File: config.mk
export PLATFORM = sky130hd
export DESIGN_NAME = ps2_set1_keycode_decoder_flat
export DESIGN_NICKNAME = d
export VERILOG_FILES = /design/src/hdl/ps2kd_pkg.sv /design/src/hdl/ps2kd_if.sv /design/src/hdl/ps2kd_ram.sv /design/src/hdl/ps2_set1_keycode_decoder.sv /design/src/flat_wrapper.sv
export SDC_FILE = /design/constraint.sdc
export NUM_CORES = 2
export LEC_CHECK = 0
export ABC_AREA = 0
export BUFFER_PORTS_ARGS = -buffer_cell sky130_fd_sc_hd__buf_2
export CAP_MARGIN = 20
export CORE_MARGIN = 2
export CORE_UTILIZATION = 54
export CTS_CLUSTER_DIAMETER = 200
export DETAILED_ROUTE_END_ITERATION = 10
export PLACE_DENSITY = 0.72
export SYNTH_ARGS = -nofsm -noshare
export SYNTH_HDL_FRONTEND = slang
export SYNTH_SLANG_ARGS = --single-unit
File: constraint.sdc
create_clock -name clk -period 47.7 [get_ports clk]
set_clock_uncertainty 0.05 [all_clocks]
set_input_delay 2.385 -clock clk [delete_from_list [all_inputs] [get_ports clk]]
set_output_delay 2.385 -clock clk [all_outputs]
set_load 0.005 [all_outputs]
File: src/hdl/ps2kd_pkg.sv
// Shared types, constants and the layout table of the PS/2 set 1 key decoder.
package ps2kd_pkg;

    // Key and bitmap geometry
    localparam int KEY_COUNT = 128;
    localparam int KEY_W     = 7;
    localparam int MAP_DEPTH = 2 * KEY_COUNT;
    localparam int MAP_AW    = KEY_W + 1;

    // Scancode bytes and key numbers of interest
    localparam logic [7:0]       SC_PREFIX  = 8'hE0;
    localparam logic [KEY_W-1:0] SC_LSHIFT  = 7'h2A;
    localparam logic [KEY_W-1:0] SC_RSHIFT  = 7'h36;
    localparam logic [KEY_W-1:0] SC_CTRL    = 7'h1D;
    localparam logic [KEY_W-1:0] SC_CAPS    = 7'h3A;
    localparam logic [KEY_W-1:0] SC_UP      = 7'h48;
    localparam logic [KEY_W-1:0] SC_DOWN    = 7'h50;
    localparam logic [KEY_W-1:0] SC_LEFT    = 7'h4B;
    localparam logic [KEY_W-1:0] SC_RIGHT   = 7'h4D;
    localparam logic [KEY_W-1:0] SC_COMMA   = 7'h33;
    localparam logic [KEY_W-1:0] SC_PERIOD  = 7'h34;
    localparam logic [KEY_W-1:0] SC_SLASH   = 7'h35;
    localparam logic [KEY_W-1:0] SC_CTRL_LO = 7'h10;
    localparam logic [KEY_W-1:0] SC_CTRL_HI = 7'h35;

    // Character codes
    localparam logic [7:0] CH_NEWLINE = 8'h0A;
    localparam logic [7:0] CH_LOWER_A = 8'h61;
    localparam logic [7:0] CH_LOWER_Z = 8'h7A;
    localparam logic [7:0] CH_UPPER_A = 8'h41;
    localparam logic [7:0] CH_UPPER_Z = 8'h5A;
    localparam logic [7:0] CH_CASE    = 8'h20;

    // Reset values of the code registers
    localparam logic [7:0] RST_CODE_UP    = 8'd240;
    localparam logic [7:0] RST_CODE_DOWN  = 8'd241;
    localparam logic [7:0] RST_CODE_LEFT  = 8'd242;
    localparam logic [7:0] RST_CODE_RIGHT = 8'd243;
    localparam logic [7:0] RST_CODE_ENTER = 8'd10;

    localparam int CFG_IDX_W = 3;

    typedef enum logic [1:0] {
        OP_BYTE  = 2'd0,
        OP_POP   = 2'd1,
        OP_QUERY = 2'd2,
        OP_FLUSH = 2'd3
    } op_t;

    typedef enum logic [CFG_IDX_W-1:0] {
        CFG_UP    = 3'd0,
        CFG_DOWN  = 3'd1,
        CFG_LEFT  = 3'd2,
        CFG_RIGHT = 3'd3,
        CFG_ENTER = 3'd4
    } cfg_idx_t;

    typedef struct packed {
        logic       char_valid;
        logic [7:0] char_code;
        logic       key_is_down;
        logic       shift_state;
        logic       caps_state;
        logic [7:0] last_code;
        logic       fifo_nonempty;
    } result_t;

    // Turkish Q layout: shifted code in bits 15..8, normal code in bits 7..0
    function automatic logic [15:0] layout_lookup(input logic [KEY_W-1:0] sc);
        logic [15:0] e;
        begin
            case (sc)
                7'h01:   e = 16'h001B;
                7'h02:   e = 16'h2131;
                7'h03:   e = 16'h2732;
                7'h04:   e = 16'h5E33;
                7'h05:   e = 16'h2B34;
                7'h06:   e = 16'h2535;
                7'h07:   e = 16'h2636;
                7'h08:   e = 16'h2F37;
                7'h09:   e = 16'h2838;
                7'h0A:   e = 16'h2939;
                7'h0B:   e = 16'h3D30;
                7'h0C:   e = 16'h3F2A;
                7'h0D:   e = 16'h5F2D;
                7'h0E:   e = 16'h0008;
                7'h0F:   e = 16'h0009;
                7'h10:   e = 16'h5171;
                7'h11:   e = 16'h5777;
                7'h12:   e = 16'h4565;
                7'h13:   e = 16'h5272;
                7'h14:   e = 16'h5474;
                7'h15:   e = 16'h5979;
                7'h16:   e = 16'h5575;
                7'h17:   e = 16'h988D;
                7'h18:   e = 16'h4F6F;
                7'h19:   e = 16'h5070;
                7'h1A:   e = 16'hA6A7;
                7'h1B:   e = 16'h9A81;
                7'h1C:   e = 16'h000A;
                7'h1E:   e = 16'h4161;
                7'h1F:   e = 16'h5373;
                7'h20:   e = 16'h4464;
                7'h21:   e = 16'h4666;
                7'h22:   e = 16'h4767;
                7'h23:   e = 16'h4868;
                7'h24:   e = 16'h4A6A;
                7'h25:   e = 16'h4B6B;
                7'h26:   e = 16'h4C6C;
                7'h27:   e = 16'h9E9F;
                7'h28:   e = 16'h9869;
                7'h29:   e = 16'hE922;
                7'h2B:   e = 16'h3E3C;
                7'h2C:   e = 16'h5A7A;
                7'h2D:   e = 16'h5878;
                7'h2E:   e = 16'h4363;
                7'h2F:   e = 16'h5676;
                7'h30:   e = 16'h4262;
                7'h31:   e = 16'h4E6E;
                7'h32:   e = 16'h4D6D;
                7'h33:   e = 16'h9994;
                7'h34:   e = 16'h8087;
                7'h35:   e = 16'h3A2E;
                7'h39:   e = 16'h0020;
                default: e = 16'h0000;
            endcase
            return e;
        end
    endfunction

    // Swap case of the CP857 letters outside ASCII
    function automatic logic [7:0] cp857_case_swap(input logic [7:0] c);
        logic [7:0] r;
        begin
            case (c)
                8'h8D:   r = 8'h98;
                8'h98:   r = 8'h8D;
                8'hA7:   r = 8'hA6;
                8'hA6:   r = 8'hA7;
                8'h81:   r = 8'h9A;
                8'h9A:   r = 8'h81;
                8'h9F:   r = 8'h9E;
                8'h9E:   r = 8'h9F;
                8'h94:   r = 8'h99;
                8'h99:   r = 8'h94;
                8'h87:   r = 8'h80;
                8'h80:   r = 8'h87;
                default: r = c;
            endcase
            return r;
        end
    endfunction

endpackage

File: src/hdl/ps2kd_if.sv
// Channel interfaces of the key decoder: scancode items, results, register writes.
interface ps2kd_scan_if;
    logic       valid;
    logic       ready;
    logic [1:0] opcode;
    logic [7:0] data_byte;
    logic       aux_flag;
    logic [6:0] key_index;
    logic       key_extended;

    modport source (output valid, opcode, data_byte, aux_flag, key_index, key_extended,
                    input ready);
    modport sink   (input valid, opcode, data_byte, aux_flag, key_index, key_extended,
                    output ready);
endinterface

interface ps2kd_result_if;
    logic       valid;
    logic       ready;
    logic       char_valid;
    logic [7:0] char_code;
    logic       key_is_down;
    logic       shift_state;
    logic       caps_state;
    logic [7:0] last_code;
    logic       fifo_nonempty;

    modport source (output valid, char_valid, char_code, key_is_down, shift_state,
                    caps_state, last_code, fifo_nonempty, input ready);
    modport sink   (input valid, char_valid, char_code, key_is_down, shift_state,
                    caps_state, last_code, fifo_nonempty, output ready);
endinterface

interface ps2kd_cfg_if;
    logic       valid;
    logic       ready;
    logic [2:0] index;
    logic [7:0] data;

    modport source (output valid, index, data, input ready);
    modport sink   (input valid, index, data, output ready);
endinterface

File: src/hdl/ps2kd_ram.sv
// Generic simple dual-port RAM: one write port, one read port with registered data.
module ps2kd_ram #(
    parameter int WIDTH = 8,
    parameter int DEPTH = 256
) (
    input  logic                                  clk,
    input  logic                                  we,
    input  logic [((DEPTH > 1) ? $clog2(DEPTH) : 1)-1:0] waddr,
    input  logic [WIDTH-1:0]                      wdata,
    input  logic                                  re,
    input  logic [((DEPTH > 1) ? $clog2(DEPTH) : 1)-1:0] raddr,
    output logic [WIDTH-1:0]                      rdata
);

    logic [WIDTH-1:0] mem [DEPTH];
    logic [WIDTH-1:0] rdata_reg;

    // Write port
    always_ff @(posedge clk)
    begin
        if (we)
        begin
            mem[waddr] <= wdata;
        end
    end

    // Read port: data holds until the next read
    always_ff @(posedge clk)
    begin
        if (re)
        begin
            rdata_reg <= mem[raddr];
        end
    end

    assign rdata = rdata_reg;

endmodule

File: src/hdl/ps2_set1_keycode_decoder.sv
// Top level of the PS/2 scancode set 1 to character decoder.
//
//  channel | modport | transfer moves
//  --------+---------+-------------------------------------------------------------
//  scan    | sink    | opcode, data_byte, aux_flag, key_index, key_extended
//  result  | source  | char_valid, char_code, key_is_down, shift_state, caps_state,
//          |         | last_code, fifo_nonempty
//  cfg     | sink    | index (register number), data (8-bit code); always ready
//
//  One item per cycle while scan.ready is high. An item updates all control state at its
//  transfer edge, and the same edge registers its read of the character FIFO RAM or the
//  key bitmap RAM into the read stage; the output register loads from the read stage
//  when the read stage advances, and result valid rises with that load.
//  Reset clears pointers, modifiers, prefix, last code and all bitmap valid bits at
//  once; there is no clearing pass. A stalled result holds the output register, then
//  the read stage, and scan.ready drops only when both are full and the result is not
//  taken.
module ps2_set1_keycode_decoder
    import ps2kd_pkg::*;
#(
    parameter int FIFO_DEPTH = 256
) (
    input  logic           clk,
    input  logic           rst_n,
    ps2kd_scan_if.sink     scan,
    ps2kd_result_if.source result,
    ps2kd_cfg_if.sink      cfg
);

    localparam int PTR_W = (FIFO_DEPTH > 1) ? $clog2(FIFO_DEPTH) : 1;
    localparam logic [PTR_W-1:0] PTR_LAST = PTR_W'(FIFO_DEPTH - 1);

    // Code registers
    logic [7:0] code_up_reg, code_down_reg, code_left_reg, code_right_reg, code_enter_reg;

    // Control state
    logic [PTR_W-1:0] wr_ptr_reg, wr_ptr_next, rd_ptr_reg, rd_ptr_next;
    logic             shift_reg, shift_next;
    logic             ctrl_reg, ctrl_next;
    logic             caps_reg, caps_next;
    logic             prefix_reg, prefix_next;
    logic [7:0]       last_reg, last_next;
    logic [MAP_DEPTH-1:0] map_vld_reg;

    // Read stage and output register
    logic       s1_valid_reg;
    logic       s1_pop_reg, s1_pop_next;
    logic       s1_query_reg, s1_query_next;
    logic       s1_qvld_reg;
    logic       s1_shift_reg, s1_caps_reg, s1_nonempty_reg;
    logic [7:0] s1_last_reg;
    logic       out_valid_reg;
    result_t    out_reg;

    // Handshake and memory control
    logic             scan_xfer, s1_advance;
    op_t              op;
    logic             released;
    logic [KEY_W-1:0] sc;
    logic [7:0]       xlat;
    logic             push_req;
    logic [7:0]       push_data;
    logic             fifo_full, fifo_empty;
    logic             fifo_we, fifo_re;
    logic [7:0]       fifo_rdata;
    logic             map_we, map_re, map_clear;
    logic [MAP_AW-1:0] map_waddr, map_raddr;
    logic [0:0]       map_wdata, map_rdata;

    function automatic logic [PTR_W-1:0] ptr_inc(input logic [PTR_W-1:0] p);
        return (p == PTR_LAST) ? '0 : p + 1'b1;
    endfunction

    assign op         = op_t'(scan.opcode);
    assign s1_advance = s1_valid_reg && (!out_valid_reg || result.ready);
    assign scan.ready = !s1_valid_reg || s1_advance;
    assign scan_xfer  = scan.valid && scan.ready;
    assign cfg.ready  = 1'b1;

    assign released   = scan.data_byte[7];
    assign sc         = scan.data_byte[KEY_W-1:0];
    assign fifo_full  = (ptr_inc(wr_ptr_reg) == rd_ptr_reg);
    assign fifo_empty = (wr_ptr_reg == rd_ptr_reg);

    // Translate a plain key press through the layout with shift, ctrl and caps
    always_comb
    begin
        logic [15:0] entry;
        logic [7:0]  base;
        logic [7:0]  c;
        entry = layout_lookup(sc);
        base  = entry[7:0];
        c     = shift_reg ? entry[15:8] : base;
        if (sc == SC_COMMA)
        begin
            xlat = shift_reg ? 8'h3C : 8'h2C;
        end
        else if (sc == SC_PERIOD)
        begin
            xlat = shift_reg ? 8'h3E : 8'h2E;
        end
        else if (sc == SC_SLASH)
        begin
            xlat = shift_reg ? 8'h3F : 8'h2F;
        end
        else if (c == 8'h00)
        begin
            xlat = 8'h00;
        end
        else if (ctrl_reg && sc >= SC_CTRL_LO && sc <= SC_CTRL_HI
                 && base >= CH_LOWER_A && base <= CH_LOWER_Z)
        begin
            xlat = base - CH_LOWER_A + 8'd1;
        end
        else if (ctrl_reg && sc >= SC_CTRL_LO && sc <= SC_CTRL_HI
                 && base >= CH_UPPER_A && base <= CH_UPPER_Z)
        begin
            xlat = base - CH_UPPER_A + 8'd1;
        end
        else if (shift_reg || !caps_reg)
        begin
            xlat = c;
        end
        else if (c >= CH_LOWER_A && c <= CH_LOWER_Z)
        begin
            xlat = c - CH_CASE;
        end
        else if (c >= CH_UPPER_A && c <= CH_UPPER_Z)
        begin
            xlat = c + CH_CASE;
        end
        else
        begin
            xlat = cp857_case_swap(c);
        end
    end

    // Decode the accepted item: next control state, RAM writes and reads
    always_comb
    begin
        wr_ptr_next   = wr_ptr_reg;
        rd_ptr_next   = rd_ptr_reg;
        shift_next    = shift_reg;
        ctrl_next     = ctrl_reg;
        caps_next     = caps_reg;
        prefix_next   = prefix_reg;
        last_next     = last_reg;
        push_req      = 1'b0;
        push_data     = xlat;
        map_we        = 1'b0;
        map_waddr     = {1'b0, sc};
        map_wdata     = ~released;
        map_clear     = 1'b0;
        map_re        = 1'b0;
        map_raddr     = {scan.key_extended, scan.key_index};
        fifo_re       = 1'b0;
        s1_pop_next   = 1'b0;
        s1_query_next = 1'b0;
        if (scan_xfer)
        begin
            case (op)
                OP_BYTE:
                begin
                    if (!scan.aux_flag)
                    begin
                        last_next = scan.data_byte;
                        if (scan.data_byte == SC_PREFIX)
                        begin
                            prefix_next = 1'b1;
                        end
                        else if (prefix_reg)
                        begin
                            // Extended key: track it and map the arrows
                            prefix_next = 1'b0;
                            map_we      = 1'b1;
                            map_waddr   = {1'b1, sc};
                            if (!released)
                            begin
                                if (sc == SC_UP)
                                begin
                                    push_req  = 1'b1;
                                    push_data = code_up_reg;
                                end
                                else if (sc == SC_DOWN)
                                begin
                                    push_req  = 1'b1;
                                    push_data = code_down_reg;
                                end
                                else if (sc == SC_LEFT)
                                begin
                                    push_req  = 1'b1;
                                    push_data = code_left_reg;
                                end
                                else if (sc == SC_RIGHT)
                                begin
                                    push_req  = 1'b1;
                                    push_data = code_right_reg;
                                end
                            end
                        end
                        else if (sc == SC_LSHIFT || sc == SC_RSHIFT)
                        begin
                            shift_next = ~released;
                        end
                        else if (sc == SC_CTRL)
                        begin
                            ctrl_next = ~released;
                        end
                        else if (sc == SC_CAPS && !released)
                        begin
                            caps_next = ~caps_reg;
                        end
                        else
                        begin
                            // Plain key: track it and push its character on press
                            map_we = 1'b1;
                            if (!released && xlat != 8'h00)
                            begin
                                push_req  = 1'b1;
                                push_data = (xlat == CH_NEWLINE) ? code_enter_reg : xlat;
                            end
                        end
                    end
                end
                OP_POP:
                begin
                    if (!fifo_empty)
                    begin
                        fifo_re     = 1'b1;
                        s1_pop_next = 1'b1;
                        rd_ptr_next = ptr_inc(rd_ptr_reg);
                    end
                end
                OP_QUERY:
                begin
                    map_re        = 1'b1;
                    s1_query_next = 1'b1;
                end
                OP_FLUSH:
                begin
                    wr_ptr_next = '0;
                    rd_ptr_next = '0;
                    map_clear   = 1'b1;
                end
                default:
                begin
                    map_clear = 1'b0;
                end
            endcase
        end
        // Drop the character when the FIFO is full
        fifo_we = push_req && !fifo_full;
        if (fifo_we)
        begin
            wr_ptr_next = ptr_inc(wr_ptr_reg);
        end
    end

    // Character FIFO storage
    ps2kd_ram #(
        .WIDTH (8),
        .DEPTH (FIFO_DEPTH)
    ) u_fifo_ram (
        .clk   (clk),
        .we    (fifo_we),
        .waddr (wr_ptr_reg),
        .wdata (push_data),
        .re    (fifo_re),
        .raddr (rd_ptr_reg),
        .rdata (fifo_rdata)
    );

    // Pressed-key bitmaps, extended keys in the upper half
    ps2kd_ram #(
        .WIDTH (1),
        .DEPTH (MAP_DEPTH)
    ) u_map_ram (
        .clk   (clk),
        .we    (map_we),
        .waddr (map_waddr),
        .wdata (map_wdata),
        .re    (map_re),
        .raddr (map_raddr),
        .rdata (map_rdata)
    );

    // Code registers
    always_ff @(posedge clk or negedge rst_n)
    begin
        if (!rst_n)
        begin
            code_up_reg    <= RST_CODE_UP;
            code_down_reg  <= RST_CODE_DOWN;
            code_left_reg  <= RST_CODE_LEFT;
            code_right_reg <= RST_CODE_RIGHT;
            code_enter_reg <= RST_CODE_ENTER;
        end
        else if (cfg.valid && cfg.ready)
        begin
            case (cfg_idx_t'(cfg.index))
                CFG_UP:    code_up_reg    <= cfg.data;
                CFG_DOWN:  code_down_reg  <= cfg.data;
                CFG_LEFT:  code_left_reg  <= cfg.data;
                CFG_RIGHT: code_right_reg <= cfg.data;
                CFG_ENTER: code_enter_reg <= cfg.data;
                default:   code_enter_reg <= code_enter_reg;
            endcase
        end
    end

    // Control state
    always_ff @(posedge clk or negedge rst_n)
    begin
        if (!rst_n)
        begin
            wr_ptr_reg <= '0;
            rd_ptr_reg <= '0;
            shift_reg  <= 1'b0;
            ctrl_reg   <= 1'b0;
            caps_reg   <= 1'b0;
            prefix_reg <= 1'b0;
            last_reg   <= 8'h00;
        end
        else
        begin
            wr_ptr_reg <= wr_ptr_next;
            rd_ptr_reg <= rd_ptr_next;
            shift_reg  <= shift_next;
            ctrl_reg   <= ctrl_next;
            caps_reg   <= caps_next;
            prefix_reg <= prefix_next;
            last_reg   <= last_next;
        end
    end

    // Bitmap valid bits: an entry never written since reset or flush reads as released
    always_ff @(posedge clk or negedge rst_n)
    begin
        if (!rst_n)
        begin
            map_vld_reg <= '0;
        end
        else if (map_clear)
        begin
            map_vld_reg <= '0;
        end
        else if (map_we)
        begin
            map_vld_reg[map_waddr] <= 1'b1;
        end
    end

    // Read stage and output register occupancy
    always_ff @(posedge clk or negedge rst_n)
    begin
        if (!rst_n)
        begin
            s1_valid_reg  <= 1'b0;
            out_valid_reg <= 1'b0;
        end
        else
        begin
            if (scan_xfer)
            begin
                s1_valid_reg <= 1'b1;
            end
            else if (s1_advance)
            begin
                s1_valid_reg <= 1'b0;
            end
            if (s1_advance)
            begin
                out_valid_reg <= 1'b1;
            end
            else if (result.ready)
            begin
                out_valid_reg <= 1'b0;
            end
        end
    end

    // Read stage payload: status after the step, waiting for RAM data
    always_ff @(posedge clk)
    begin
        if (scan_xfer)
        begin
            s1_pop_reg      <= s1_pop_next;
            s1_query_reg    <= s1_query_next;
            s1_qvld_reg     <= map_vld_reg[map_raddr];
            s1_shift_reg    <= shift_next;
            s1_caps_reg     <= caps_next;
            s1_last_reg     <= last_next;
            s1_nonempty_reg <= (wr_ptr_next != rd_ptr_next);
        end
    end

    // Output register payload
    always_ff @(posedge clk)
    begin
        if (s1_advance)
        begin
            out_reg.char_valid    <= s1_pop_reg;
            out_reg.char_code     <= s1_pop_reg ? fifo_rdata : 8'h00;
            out_reg.key_is_down   <= s1_query_reg && s1_qvld_reg && map_rdata[0];
            out_reg.shift_state   <= s1_shift_reg;
            out_reg.caps_state    <= s1_caps_reg;
            out_reg.last_code     <= s1_last_reg;
            out_reg.fifo_nonempty <= s1_nonempty_reg;
        end
    end

    assign result.valid         = out_valid_reg;
    assign result.char_valid    = out_reg.char_valid;
    assign result.char_code     = out_reg.char_code;
    assign result.key_is_down   = out_reg.key_is_down;
    assign result.shift_state   = out_reg.shift_state;
    assign result.caps_state    = out_reg.caps_state;
    assign result.last_code     = out_reg.last_code;
    assign result.fifo_nonempty = out_reg.fifo_nonempty;

    // Pointers stay inside the ring
    a_ptr_range: assert property (@(posedge clk) disable iff (!rst_n)
        wr_ptr_reg <= PTR_LAST && rd_ptr_reg <= PTR_LAST)
        else $error("FIFO pointer out of range");

    // A flush leaves the FIFO empty
    a_flush_empty: assert property (@(posedge clk) disable iff (!rst_n)
        scan_xfer && op == OP_FLUSH |=> wr_ptr_reg == rd_ptr_reg)
        else $error("FIFO not empty after flush");

    // A pop and a query never share one result
    a_pop_query: assert property (@(posedge clk) disable iff (!rst_n)
        result.valid |-> !(result.char_valid && result.key_is_down))
        else $error("result carries both a character and a key state");

    // No character code without a popped character
    a_code_zero: assert property (@(posedge clk) disable iff (!rst_n)
        result.valid && !result.char_valid |-> result.char_code == 8'h00)
        else $error("character code without a pop");

    // A stalled read stage keeps its item
    a_s1_hold: assert property (@(posedge clk) disable iff (!rst_n)
        s1_valid_reg && !s1_advance |=> s1_valid_reg && $stable(s1_pop_reg)
            && $stable(s1_query_reg))
        else $error("read stage lost its item under stall");

endmodule
File: src/flat_wrapper.sv
// flat-port wrapper written by rule: the top's interface ports become plain ports
module ps2_set1_keycode_decoder_flat import ps2kd_pkg::*;
#(
    parameter int FIFO_DEPTH = 256
)
  (clk, rst_n, scan_valid, scan_opcode, scan_data_byte, scan_aux_flag, scan_key_index, scan_key_extended, scan_ready, result_valid, result_char_valid, result_char_code, result_key_is_down, result_shift_state, result_caps_state, result_last_code, result_fifo_nonempty, result_ready, cfg_valid, cfg_index, cfg_data, cfg_ready);
  ps2kd_scan_if scan_i ();
  ps2kd_result_if result_i ();
  ps2kd_cfg_if cfg_i ();
  input  logic clk;
  input  logic rst_n;
  input wire logic [$bits(scan_i.valid)-1:0] scan_valid;
  input wire logic [$bits(scan_i.opcode)-1:0] scan_opcode;
  input wire logic [$bits(scan_i.data_byte)-1:0] scan_data_byte;
  input wire logic [$bits(scan_i.aux_flag)-1:0] scan_aux_flag;
  input wire logic [$bits(scan_i.key_index)-1:0] scan_key_index;
  input wire logic [$bits(scan_i.key_extended)-1:0] scan_key_extended;
  output wire logic [$bits(scan_i.ready)-1:0] scan_ready;
  output wire logic [$bits(result_i.valid)-1:0] result_valid;
  output wire logic [$bits(result_i.char_valid)-1:0] result_char_valid;
  output wire logic [$bits(result_i.char_code)-1:0] result_char_code;
  output wire logic [$bits(result_i.key_is_down)-1:0] result_key_is_down;
  output wire logic [$bits(result_i.shift_state)-1:0] result_shift_state;
  output wire logic [$bits(result_i.caps_state)-1:0] result_caps_state;
  output wire logic [$bits(result_i.last_code)-1:0] result_last_code;
  output wire logic [$bits(result_i.fifo_nonempty)-1:0] result_fifo_nonempty;
  input wire logic [$bits(result_i.ready)-1:0] result_ready;
  input wire logic [$bits(cfg_i.valid)-1:0] cfg_valid;
  input wire logic [$bits(cfg_i.index)-1:0] cfg_index;
  input wire logic [$bits(cfg_i.data)-1:0] cfg_data;
  output wire logic [$bits(cfg_i.ready)-1:0] cfg_ready;
  assign scan_i.valid = scan_valid;
  assign scan_i.opcode = scan_opcode;
  assign scan_i.data_byte = scan_data_byte;
  assign scan_i.aux_flag = scan_aux_flag;
  assign scan_i.key_index = scan_key_index;
  assign scan_i.key_extended = scan_key_extended;
  assign scan_ready = scan_i.ready;
  assign result_valid = result_i.valid;
  assign result_char_valid = result_i.char_valid;
  assign result_char_code = result_i.char_code;
  assign result_key_is_down = result_i.key_is_down;
  assign result_shift_state = result_i.shift_state;
  assign result_caps_state = result_i.caps_state;
  assign result_last_code = result_i.last_code;
  assign result_fifo_nonempty = result_i.fifo_nonempty;
  assign result_i.ready = result_ready;
  assign cfg_i.valid = cfg_valid;
  assign cfg_i.index = cfg_index;
  assign cfg_i.data = cfg_data;
  assign cfg_ready = cfg_i.ready;
  ps2_set1_keycode_decoder #(.FIFO_DEPTH(FIFO_DEPTH)) u_core (.clk(clk), .rst_n(rst_n), .scan(scan_i), .result(result_i), .cfg(cfg_i));
endmodule
==> implementation parameters <==
Parameter                              Value

Status
  Outcome ... finished with violations
  Failing checks ... max-slew violations

Power and ir drop
  Power per unit of standard cell area ... 45.92 nW/um2
  Peak VDD IR ... a little over 0.00007 V
  Cell leakage power ... around 0.04 uW

Synth
  Share of synthesized cell area in full adder, half adder and majority cells ... 0.2998%
  Average footprint of a synthesized cell ... between 15 and 20 um2
  Register bit total from synthesis ... between 2k and 3k
  Register area share after synthesis ... 72.52%
  Fraction of the mapped netlist area in compound gates ... 2.086%
  Number of synthesized flops with an enable pin ... 2,348
  Fraction of synthesized cell area in xor and xnor cells ... 0.2179%
  Synth Instances ... about 5.7k
  Count of yosys warnings during synthesis ... 0
  Fraction of registers with async set or reset after synthesis ... 12.19%
  Top FF cell, synth ... sky130_fd_sc_hd__edfxtp_1
  Summed instance area of the synthesized netlist ... 108,500 um2
  Simple-gate area share of the yosys netlist ... ~5.3%
  Dominant combinational cell family by area after synthesis ... multiplexers
  Post-synthesis cell type count ... around 110
  Multiplexer fraction of the synthesized cell area ... 18.15%

Timing
  Final setup violation count ... 0
  Headroom to the max-slew limit ... -4.451%
  Fin. Hold Viols ... 0
  Slew at the pin closest to its max-slew limit ... approximately 1.6 ns
  Achievable frequency ... 107.5 MHz
  Total Negative Setup Slacks ... 0 ns
  Final min period ... 9.305 ns
  Slew Limit Fails ... 60
  Share of the clock period used by the worst path after layout ... 19.51%
  Unrepaired setup endpoints after global routing ... no
  Minimum setup slack in the final design ... ~38 ns

Critical path
  Crit path launch type ... input port
  Required time at the worst-slack endpoint ... 48.21 ns
  Critical path capture point type ... flop
  Critical path fanouts, max ... 104
  WS Path Type ... in2reg
  Data arrival time at the worst-slack endpoint ... 9.81 ns

Layout
  Area added between synthesis and finish ... 10.94%
  Max reg flops ... about 2.0k
  Fraction of layout instances using a drive strength above 1 ... 25.54%
  Area of all placed cells without fillers ... 120,400 um2
  Count of nets after finishing ... 5,824

Floorplan
  Placeable core region ... 199,700 um2
  Die Y-Extent ... 452.3 um
  X dimension of the die ... 452.3 um
  Effective utilization at floorplan ... a little over half
  Total die area ... 204,500 um2
  # rows ... 164
  Boundary pin count ... 59

Clocking
  CTS Buf Count ... 285
  Clock insertion delay at the later pin of the skew report ... 0.89 ns
  Clock Sink Count ... 2,674
  Cts hold-fix bufs ... 0
  CTS H-tree depth ... 5
  Post-CTS repair timing setup buffer count ... 0
  TritonCTS clock tree ... yes
  Clk slew on worst S/H paths ... 0.06 ns
  Cells resized by post-CTS repair ... 0
  Clock Tree Buf Depth ... 4
  CTS root buffer ... sky130_fd_sc_hd__clkbuf_16

Drt
  Total detailed-routing wirelength ... 263.7 mm
  Average via count per standard cell ... 6.487
  Final routed wire length divided by cell count ... ~31 um
  Count of TritonRoute iterations in the first routing pass ... 6
  Number of vias in the routed layout ... 55.92k
  Post-detailed-route DRC marker count ... 0
  Residual antenna-violating net count after detailed routing ... 0
  Initial detailed-routing violation count ... ~7.4k

Placed design
  Placer's final routability congestion estimate ... 0.8419
  Post-placement cell area ... 111,600 um2
  # port buffers ... 57
  Worst setup slack after placement ... approximately 38 ns
  Sum of net half-perimeters after detailed placement ... 156.7 mm

Run
  Reported max-cap violation count ... 0

Global route
  Remaining global-route overflow ... 0
  Initial antenna violation count ... 16
  Total routing resource utilization after global routing ... around a quarter
  Number of global-route vias before repair ... 55.98k
  Pin count of the biggest net entering global routing ... between 200 and 300
  Wire length of the first global-routing pass ... 388.5 mm

Worst hold path
  Kind of path behind the tightest hold check ... reg2reg
## power by group
| group | switching (uW) | internal (uW) | total, uW |
|---|---|---|---|
| Sequential | 28.1 | 2600 | 2630 |
| Combinational | 459 | 375 | 833 |
| Clock | 874 | 1190 | 2070 |
| Total | 1360 | 4170 | 5530 |
## stage by stage
stage | hold WS, ns | cells | power [uW] | utilization, %
2_1_floorplan | 0.3503 | 5661 | 3264 | -
3_3_place_gp | 0.3547 | 8121 | 3508 | 55.90
3_5_place_dp | 0.3575 | 8123 | 3514 | 55.91
4_1_cts | 0.3715 | 8607 | 5557 | 60.19
5_1_grt | 0.3752 | 8618 | 5689 | 60.29
6_report | 0.3682 | 8620 | 5528 | 60.30
## logic make-up after synthesis
kind of cell,count (synthesis)
other,2
flip-flops,2674
AND/OR/NAND/NOR,1337
AO/OA/AOI/OAI,307
XOR/XNOR,27
adder cells (fa/ha/maj),26
multiplexers,918
buffers and inverters,368
## critical path, stage by stage
cell and delay [ns]:
sky130_fd_sc_hd__buf_2 0.23, sky130_fd_sc_hd__inv_1 0.34, sky130_fd_sc_hd__ha_1 0.81, sky130_fd_sc_hd__nor2_1 0.16
sky130_fd_sc_hd__o21ai_0 0.20, sky130_fd_sc_hd__a31oi_1 0.11, sky130_fd_sc_hd__nor2_1 0.35, sky130_fd_sc_hd__ha_1 0.23
sky130_fd_sc_hd__nand2_1 0.07, sky130_fd_sc_hd__a2111oi_2 0.48, sky130_fd_sc_hd__nand3_1 0.14, sky130_fd_sc_hd__a211oi_1 0.29
sky130_fd_sc_hd__nor2_1 0.25, sky130_fd_sc_hd__a41oi_1 0.39, sky130_fd_sc_hd__o211ai_1 0.14, sky130_fd_sc_hd__nor2_1 0.14
sky130_fd_sc_hd__and4_1 0.29, sky130_fd_sc_hd__and2_4 0.23, sky130_fd_sc_hd__a41o_4 0.58, sky130_fd_sc_hd__buf_4 0.81
sky130_fd_sc_hd__buf_4 0.90
## path summary, 6_finish.rpt
check | startpoint | end | slack [ns] | cells past startpoint
max | scan_data_byte[1] | u_core.u_fifo_ram.mem[129][4] | 38.39 | 21
min | u_core.s1_last_reg[0] | u_core.result.last_code[0] | 0.37 | 0
max reg2reg | u_core.shift_reg | u_core.u_fifo_ram.mem[129][4] | 40.77 | 15
min reg2reg | u_core.s1_last_reg[0] | u_core.result.last_code[0] | 0.37 | 0
max in group asynchronous | rst_n | u_core.map_vld_reg[212] | 43.99 | 3
min in group asynchronous | rst_n | u_core.code_down_reg[3] | 1.42 | 1
## per-layer routing
metal | up-vias | GRT usage [%] | wire, um
met1 | 29610 | 38.11 | 104800
met5 | - | 0 | 71
met4 | 7 | 7.614 | 7812
met3 | 472 | 5.514 | 25760
met2 | 2909 | 39.93 | 125200
li1 | 22920 | - | -
## cell usage after synthesis, types with 5 or more instances
cell,number,share of area (%)
sky130_fd_sc_hd__nor2_2,21,0.12
sky130_fd_sc_hd__o21ai_1,8,0.037
sky130_fd_sc_hd__o22ai_1,9,0.052
sky130_fd_sc_hd__xnor2_1,13,0.10
sky130_fd_sc_hd__and3b_1,5,0.040
sky130_fd_sc_hd__a31oi_1,12,0.069
sky130_fd_sc_hd__dfstp_2,22,0.53
sky130_fd_sc_hd__o21a_1,55,0.38
sky130_fd_sc_hd__xor2_1,14,0.11
sky130_fd_sc_hd__o221ai_1,10,0.081
sky130_fd_sc_hd__a21oi_1,52,0.24
sky130_fd_sc_hd__nand3_1,53,0.24
sky130_fd_sc_hd__edfxtp_1,2348,65
sky130_fd_sc_hd__ha_1,26,0.30
sky130_fd_sc_hd__buf_6,11,0.11
sky130_fd_sc_hd__and3_1,19,0.11
sky130_fd_sc_hd__a311oi_1,5,0.040
sky130_fd_sc_hd__a21o_1,8,0.055
sky130_fd_sc_hd__nor3_1,19,0.088
sky130_fd_sc_hd__nor4_1,7,0.040
sky130_fd_sc_hd__nand4_1,14,0.081
sky130_fd_sc_hd__and2_1,26,0.15
sky130_fd_sc_hd__buf_4,6,0.042
sky130_fd_sc_hd__mux4_2,834,17
sky130_fd_sc_hd__nor2_1,951,3.3
sky130_fd_sc_hd__nand2_1,133,0.46
sky130_fd_sc_hd__o21ai_0,51,0.24
sky130_fd_sc_hd__nand2b_1,15,0.086
sky130_fd_sc_hd__a211oi_1,9,0.062
sky130_fd_sc_hd__a22oi_1,5,0.035
sky130_fd_sc_hd__nand3b_1,5,0.035
sky130_fd_sc_hd__mux2_2,50,0.52
sky130_fd_sc_hd__dfrtp_1,304,7.0
sky130_fd_sc_hd__or2_1,5,0.029
sky130_fd_sc_hd__buf_1,80,0.28
sky130_fd_sc_hd__buf_2,31,0.14
sky130_fd_sc_hd__nor2b_1,23,0.13
sky130_fd_sc_hd__inv_1,16,0.055
sky130_fd_sc_hd__mux2i_1,32,0.30
sky130_fd_sc_hd__o2111ai_1,5,0.040
sky130_fd_sc_hd__clkbuf_1,218,0.75
sky130_fd_sc_hd__o211ai_1,10,0.069
## area by class of cell
type / instances / area, um2
fill: 13780 / 79270
sequential: 2674 / 78710
multi-input combinational: 2619 / 28380
clock buffer: 357 / 7630
tap: 2656 / 3323
timing repair buffer: 163 / 1330
clock inverter: 127 / 914.6
inverter: 20 / 85.08
antenna: 4 / 10.01
## cells in the final DEF, fill, tap and decap left out, types with 11 or more instances in the layout
cell type                   instances
sky130_fd_sc_hd__buf_4             89
sky130_fd_sc_hd__clkbuf_16        291
sky130_fd_sc_hd__a31oi_1           12
sky130_fd_sc_hd__o21a_1            55
sky130_fd_sc_hd__inv_1             14
sky130_fd_sc_hd__nand2b_1          15
sky130_fd_sc_hd__edfxtp_1        2348
sky130_fd_sc_hd__nor2_2            21
sky130_fd_sc_hd__a21oi_1           50
sky130_fd_sc_hd__clkbuf_8          11
sky130_fd_sc_hd__ha_1              26
sky130_fd_sc_hd__clkinv_2          41
sky130_fd_sc_hd__xor2_1            14
sky130_fd_sc_hd__bufinv_16         12
sky130_fd_sc_hd__nor2_1           951
sky130_fd_sc_hd__and3_1            19
sky130_fd_sc_hd__dfrtp_1          299
sky130_fd_sc_hd__clkinv_1          60
sky130_fd_sc_hd__buf_2             54
sky130_fd_sc_hd__nand4_1           14
sky130_fd_sc_hd__nor2b_1           23
sky130_fd_sc_hd__mux2i_1           32
sky130_fd_sc_hd__clkbuf_1          56
sky130_fd_sc_hd__inv_6             12
sky130_fd_sc_hd__nor3_1            19
sky130_fd_sc_hd__mux4_2           834
sky130_fd_sc_hd__mux2_2            50
sky130_fd_sc_hd__nand3_1           49
sky130_fd_sc_hd__o21ai_0           50
sky130_fd_sc_hd__xnor2_1           13
sky130_fd_sc_hd__nand2_1          132
sky130_fd_sc_hd__and2_1            24
sky130_fd_sc_hd__dfstp_2           22
Note: power is estimated with default switching activity, not from simulation.
